## config.mk

```make
export PLATFORM = sky130hd
export DESIGN_NAME = polyphase_decimating_fir_core
export DESIGN_NICKNAME = d
export VERILOG_FILES = /design/src/hw/rtl/pdf_pkg.sv /design/src/hw/rtl/polyphase_decimating_fir_core.sv
export VERILOG_INCLUDE_DIRS = /design/src /design/src/hw/rtl
export SDC_FILE = /design/constraint.sdc
export NUM_CORES = 2
export LEC_CHECK = 0
export ABC_AREA = 1
export BUFFER_PORTS_ARGS = -buffer_cell sky130_fd_sc_hd__buf_2
export CAP_MARGIN = 0
export CORE_UTILIZATION = 65
export DETAILED_ROUTE_END_ITERATION = 8
export MAX_ROUTING_LAYER = met4
export PLACE_DENSITY = 0.86
export SETUP_SLACK_MARGIN = 0.4
export SLEW_MARGIN = 20
export SYNTH_ARGS = -nofsm -noshare
export SYNTH_HDL_FRONTEND = slang
export SYNTH_SLANG_ARGS = --single-unit
```

## constraint.sdc

```tcl
create_clock -name clk -period 10.1 [get_ports clk]
set_input_delay 2.02 -clock clk [delete_from_list [all_inputs] [get_ports clk]]
set_output_delay 2.02 -clock clk [all_outputs]
set_load 0.01 [all_outputs]
```

## src/hw/rtl/polyphase_decimating_fir_core_assert.svh

```systemverilog
// Assertion macros shared by the polyphase decimating FIR RTL.
`ifndef POLYPHASE_DECIMATING_FIR_CORE_ASSERT_SVH
`define POLYPHASE_DECIMATING_FIR_CORE_ASSERT_SVH

// Same-cycle implication, checked on every rising edge outside reset.
`define PDF_ASSERT_SAME(label, ante, cons, msg) \
  label: assert property (@(posedge clk) disable iff (rst) (ante) |-> (cons)) \
    else $error(msg);

// Next-cycle implication, checked on every rising edge outside reset.
`define PDF_ASSERT_NEXT(label, ante, cons, msg) \
  label: assert property (@(posedge clk) disable iff (rst) (ante) |=> (cons)) \
    else $error(msg);

`endif

```

## src/hw/rtl/pdf_pkg.sv

```systemverilog
// Sizes, derived widths and coefficient table of the polyphase decimating FIR.
package pdf_pkg;

  localparam int NUM_PHASES     = 9;
  localparam int TAPS_PER_PHASE = 5;
  localparam int SAMPLE_BITS    = 16;
  localparam int SUM_BITS       = 40;

  localparam int HIST_DEPTH = TAPS_PER_PHASE - 1;
  localparam int PHASE_BITS = (NUM_PHASES > 1) ? $clog2(NUM_PHASES) : 1;
  localparam int TAP_BITS   = $clog2(TAPS_PER_PHASE);

  // Coefficients are positive and below 4096; one extra bit keeps them signed.
  localparam int COEF_BITS = 13;
  localparam int PROD_BITS = SAMPLE_BITS + COEF_BITS;
  localparam int TREE_BITS = PROD_BITS + TAP_BITS;

  localparam logic [PHASE_BITS-1:0] LAST_PHASE = PHASE_BITS'(NUM_PHASES - 1);

  typedef logic signed [SAMPLE_BITS-1:0] sample_t;
  typedef logic signed [COEF_BITS-1:0]   coef_t;
  typedef logic signed [PROD_BITS-1:0]   prod_t;
  typedef logic signed [TREE_BITS-1:0]   tree_t;
  typedef logic signed [SUM_BITS-1:0]    sum_t;

  // Row k, column j: tap k of phase j. The last row weights the newest sample.
  localparam coef_t COEF_TABLE [TAPS_PER_PHASE][NUM_PHASES] = '{
    '{13'sd1883, 13'sd1700, 13'sd1518, 13'sd1338, 13'sd1163,
      13'sd994,  13'sd833,  13'sd680,  13'sd537},
    '{13'sd3244, 13'sd3140, 13'sd3021, 13'sd2887, 13'sd2740,
      13'sd2583, 13'sd2417, 13'sd2243, 13'sd2064},
    '{13'sd3331, 13'sd3400, 13'sd3449, 13'sd3479, 13'sd3489,
      13'sd3479, 13'sd3449, 13'sd3400, 13'sd3331},
    '{13'sd2064, 13'sd2243, 13'sd2417, 13'sd2583, 13'sd2740,
      13'sd2887, 13'sd3021, 13'sd3140, 13'sd3244},
    '{13'sd537,  13'sd680,  13'sd833,  13'sd994,  13'sd1163,
      13'sd1338, 13'sd1518, 13'sd1700, 13'sd1883}
  };

endpackage

```

## src/hw/rtl/polyphase_decimating_fir_core.sv

```systemverilog
// Polyphase decimating FIR core: 45 taps, decimation by 9, one sample per cycle unless stalled.
//
// Usage:
//   The input channel (sample, sample_valid, sample_stall) takes one signed
//   sample per item. The output channel (filtered, filtered_valid,
//   filtered_stall) delivers one 40-bit signed result for every nine samples.
//   Each sample belongs to the phase given by a wrapping counter. Its phase
//   keeps four older samples, and the five samples are weighted by that
//   phase's coefficient column and added into a running sum, which is sent
//   out and cleared after the ninth phase.
// Throughput and pipeline:
//   One item is accepted in every cycle while sample_stall is low. For the
//   ninth sample of a frame, the taps are registered at accept, and the five
//   products, their sum and the running sum are computed from the tap
//   register and land in the output register once the block advances.
// Reset:
//   rst clears the phase counter, the running sum, every phase history and all
//   valid flags; the first sample after reset belongs to phase zero.
// Stalls:
//   The output register holds a result while filtered_stall is high. Samples
//   keep flowing until the next finished frame would have to overwrite a
//   waiting result; only then is sample_stall raised.
module polyphase_decimating_fir_core
  import pdf_pkg::*;
(
  input  logic                          clk,
  input  logic                          rst,
  input  logic signed [SAMPLE_BITS-1:0] sample,
  input  logic                          sample_valid,
  output logic                          sample_stall,
  output logic signed [SUM_BITS-1:0]    filtered,
  output logic                          filtered_valid,
  input  logic                          filtered_stall
);

`include "polyphase_decimating_fir_core_assert.svh"

  // Phase counter and per-phase history (oldest sample at index 0).
  logic [PHASE_BITS-1:0] phase;
  sample_t               hist [NUM_PHASES][HIST_DEPTH];

  // Tap register: the five samples of the current item and their phase.
  logic                  a_valid;
  logic                  a_last;
  logic [PHASE_BITS-1:0] a_phase;
  sample_t               a_taps [TAPS_PER_PHASE];

  // Running sum of the frame in progress.
  sum_t partial_sum;

  logic    accept;
  logic    advance;
  sample_t taps_in [TAPS_PER_PHASE];
  prod_t   prod [TAPS_PER_PHASE];
  tree_t   tree_sum;
  sum_t    sum_next;

  // The block only has to wait when a finished frame would overwrite a
  // result that the receiver has not taken yet.
  assign advance      = !(a_valid && a_last && filtered_valid && filtered_stall);
  assign sample_stall = !advance;
  assign accept       = sample_valid && advance;

  always_comb begin
    for (int k = 0; k < HIST_DEPTH; k++) begin
      taps_in[k] = hist[phase][k];
    end
    taps_in[TAPS_PER_PHASE-1] = sample;
  end

  // One product per tap, each with its phase's fixed coefficient.
  always_comb begin
    for (int k = 0; k < TAPS_PER_PHASE; k++) begin
      prod[k] = a_taps[k] * COEF_TABLE[k][a_phase];
    end
  end

  // Sum of the five products, added into the running sum.
  always_comb begin
    tree_sum = '0;
    for (int k = 0; k < TAPS_PER_PHASE; k++) begin
      tree_sum = tree_sum + TREE_BITS'(prod[k]);
    end
    sum_next = partial_sum + SUM_BITS'(tree_sum);
  end

  // Phase counter and history update at accept time; the same phase comes
  // back only NUM_PHASES items later, long after its taps were captured.
  always_ff @(posedge clk) begin
    if (rst) begin
      phase <= '0;
      for (int j = 0; j < NUM_PHASES; j++) begin
        for (int k = 0; k < HIST_DEPTH; k++) begin
          hist[j][k] <= '0;
        end
      end
    end else if (accept) begin
      phase <= (phase == LAST_PHASE) ? '0 : phase + 1'b1;
      for (int k = 0; k < HIST_DEPTH; k++) begin
        hist[phase][k] <= taps_in[k+1];
      end
    end
  end

  // Control.
  always_ff @(posedge clk) begin
    if (rst) begin
      a_valid        <= 1'b0;
      a_last         <= 1'b0;
      partial_sum    <= '0;
      filtered_valid <= 1'b0;
    end else begin
      if (advance) begin
        a_valid <= sample_valid;
        a_last  <= (phase == LAST_PHASE);
        if (a_valid) begin
          partial_sum <= a_last ? '0 : sum_next;
        end
      end
      if (advance && a_valid && a_last) begin
        filtered_valid <= 1'b1;
      end else if (!filtered_stall) begin
        filtered_valid <= 1'b0;
      end
    end
  end

  // Payload registers.
  always_ff @(posedge clk) begin
    if (advance) begin
      a_phase <= phase;
      a_taps  <= taps_in;
      if (a_valid && a_last) begin
        filtered <= sum_next;
      end
    end
  end

  `PDF_ASSERT_NEXT(a_phase_wrap,
    sample_valid && !sample_stall && phase == LAST_PHASE,
    a_valid && a_last && phase == '0,
    "last phase did not wrap the counter")
  `PDF_ASSERT_NEXT(a_sum_cleared,
    advance && a_valid && a_last,
    partial_sum == '0 && filtered_valid,
    "frame end did not clear the sum and present a result")
  `PDF_ASSERT_SAME(a_result_source,
    $rose(filtered_valid),
    $past(a_valid && a_last),
    "result appeared without a finished frame")
  `PDF_ASSERT_NEXT(a_result_held,
    filtered_valid && filtered_stall,
    filtered_valid && $stable(filtered),
    "stalled result changed or vanished")

endmodule
```

==> reports/summary.txt <==
Cell accounting for the most synthesized area -> edfxtp_1
Most frequent cells after synthesis -> 1901 x inv_1, 1190 x fa_1, 1148 x edfxtp_1
Post-synth ARST share -> 0%
Top_reg_cell synth -> edfxtp_1
Worst Reg2Reg Path Length in Cells -> 35
Layout cells sized above 1 -> 5.70%
Final Max Slew Viols -> 0
First-pass GRT wire length -> 380000 microns
Final Hold Fails -> 0
Root buffer cell -> clkbuf_16
Failing checks -> design-rule violations
Total CTS buffers -> 117
Chip height -> 370 microns
Clock skew -> 0.0759 ns
Wire per inst -> 24.7 microns
Setup ws final -> 0.690 ns
Fin util -> 70.6%
Global route total overflow -> 0
Core ar. -> 134000 sq um
Largest family of logic cells by synthesized area -> adder cells
Post-Syn Area -> 87900 sq um
Top-count cell post-synth -> inv_1
Fmax -> 106 MHz
XOR/XNOR Fraction of Synth Area -> 0.209%
Slew headroom -> 22.4%
Tcrit/Tclk final -> 93.2%
Antenna Nets Post-Route -> 0
Number of enable flip-flop cells after synthesis -> 1148
Die area -> 137000 sq um
Max clock buf depth -> 3
DRT Wirelength -> 251000 microns
GPL Wtd Cong -> 1.04
Setup Slack @ Placement -> 0.137 ns
P&R area growth vs syn -> 7.46%
Synth Instances -> 8274
Slowest stage cell, crit path -> fa_1
Share of the yosys chip area belonging to registers -> 40.4%
Post-route minimum period -> 9.41 ns
Least-Margin Pin Slew -> 1.16 ns
Crit path DAT -> 9.89 ns
TNS Setup -> 0 ns
Max Cap Viol -> 0
Initial Utilization -> 65.7%
Mux cell area share after synthesis -> 2.91%
Clock sink count -> 1199
CP Launch Type -> register
Synth Area in Simple Gates -> 9.41%
Worst hold stages -> 2
Total track usage -> 38.8%
Hold Crit Start -> partial_sum[2]$_SDFFE_PP0P_
Synth Warn # -> 0
Via count -> 61400
IO Count -> 62
Required time worst endpoint -> 10.58 ns
Filler cells -> 9315
Reg2Reg Setup Slack -> 0.69 ns
Min-delay worst type -> register to register
Vias in the first global route -> 64000
Die W -> 370 microns
Vias per std cell -> 6.04
Adder-cell share of the synthesized area -> 31.1%
Syn Area/Cell -> 10.6 sq um
CTS tree -> yes
Clock slew at reported path FFs -> 0.07 ns
Pin count of the biggest net entering global routing -> 183
CP Max Fanout -> 12
I/O Buffers -> 61
Antenna violations before repair -> 4
Number of iterations in the first detailed-routing pass -> 9
Initial drt markers -> 7794
CTS Hold Bufs -> 0
Status -> finished with violations
Skew-Pair Late Insertion Delay -> 0.78 ns
Synth top area share -> 39.2%
Reg2reg end -> filtered[29]$_DFFE_PP_
FF+latch count, synth -> 1199
Worst path max stage delay -> 0.54 ns
Synth Area in Compound Gates -> 6.27%
Synthesized Nets -> 9769
H-tree Lvls -> 3
Post-detail-place hpwl -> 181000 microns
Synth area leaders -> edfxtp_1 39%, fa_1 27%, inv_1 8.1%, nor2_1 4.8%, ha_1 4.1%
Worst setup EP type -> register
Nets -> 9785
DRC errors left -> 7
RR Startpoint -> a_phase[1]$_DFFE_PN_
RSZ-0062 raised after global routing -> false
Setup CP Type -> register to register
Library cells used by synthesis -> 34
Final setup fails -> 0
Hold Path Sink -> partial_sum[2]$_SDFFE_PP0P_
Std-Cell Rows -> 134
## critical path, delay by kind of cell (launching register included)
kind / cells / cell delay (ns)
buffers and inverters: 12 / 1.33
flip-flops: 1 / 0.36
AND/OR/NAND/NOR: 9 / 1.41
adder cells (fa/ha/maj): 12 / 5.47
AO/OA/AOI/OAI: 2 / 0.57
## registers in the layout, indices dropped and copies added (netlist names), 4 cells and up, named ones only
signal,count
a_taps,80
a_phase,4
hist,1024
phase,4
partial_sum,40
filtered,40
## area by class of cell
class	count	area (sq um)	area share, %
multi-input cells	4842	44200	46.8
flip-flops and latches	1199	35500	37.6
inverters	1917	7230	7.65
clock buffers	143	3030	3.20
well taps	1768	2210	2.34
repair buffers	213	1530	1.61
clock inverters	72	792	0.838
diodes	6	15.0	0.0159
## logic make-up after synthesis
logic type | Yosys count
adder cells (fa/ha/maj) | 1475
multiplexers | 256
XOR/XNOR | 21
flip-flops | 1199
buffers and inverters | 2233
AO/OA/AOI/OAI | 966
AND/OR/NAND/NOR | 2124
## cell usage in the layout, fill, tap and decap left out, types with 6 or more instances in the layout
cell type	instances
o21ai_0	342
fa_1	1179
nor2_4	12
o211ai_1	257
nand3_1	109
clkbuf_1	26
buf_2	61
inv_6	6
a21oi_1	346
nand4_1	6
nor2_1	1088
ha_1	279
diode_2	6
clkinv_2	16
fa_2	11
inv_2	11
nor2_2	18
dfxtp_1	47
ha_2	6
xor2_1	20
nand2_1	826
inv_1	1887
buf_4	145
mux2i_1	256
o21bai_1	12
nand2_2	19
buf_12	6
clkinvlp_4	8
clkbuf_16	117
edfxtp_1	1148
bufinv_16	12
and2_1	17
clkinv_1	35
nand3b_1	13
## timing repair
item | 4_1_cts | 5_1_grt
pin swaps | 0 | 4
resized for setup | 6 | 60
buffers inserted | 0 | 17
endpoints found under the setup margin | 26 | 50
hold endpoints to repair | 0 | 0
## per-layer routing
metal	up-vias	track usage (%)	part of all wire (%)
li1	25900	-	-
met1	30400	49.8	35
met2	4250	58.1	46
met3	855	9.15	13
met4	0	19.9	6.1
met5	-	-	0
## through the flow
step | area (sq um) | hold slack, ns | cells
after floorplan | 87900 | 0.445 | 8274
after global placement | 90300 | 0.454 | 9922
after detailed placement | 90300 | 0.456 | 9922
after CTS | 94200 | 0.467 | 10100
after global routing | 94500 | 0.485 | 10200
final | 94500 | 0.467 | 10200
## how the worst max path moves through the flow
stage / start / cells past startpoint / slack (ns) / to
6_report: a_phase[1]$_DFFE_PN_ / 35 / 0.69 / filtered[29]$_DFFE_PP_
3_3_place_gp: a_phase[1]$_DFFE_PN_ / 33 / 0.21 / filtered[39]$_DFFE_PP_
2_1_floorplan: a_phase[1]$_DFFE_PN_ / 34 / 1.01 / filtered[39]$_DFFE_PP_
3_5_place_dp: a_phase[1]$_DFFE_PN_ / 33 / 0.14 / filtered[39]$_DFFE_PP_
5_1_grt: a_phase[3]$_DFFE_PN_ / 36 / 0.37 / partial_sum[24]$_SDFFE_PP0P_
4_1_cts: a_phase[3]$_DFFE_PN_ / 29 / 0.39 / filtered[39]$_DFFE_PP_
Power is not shown: default switching activity piles up to over one toggle a cycle in this logic, so the estimate is an artifact.
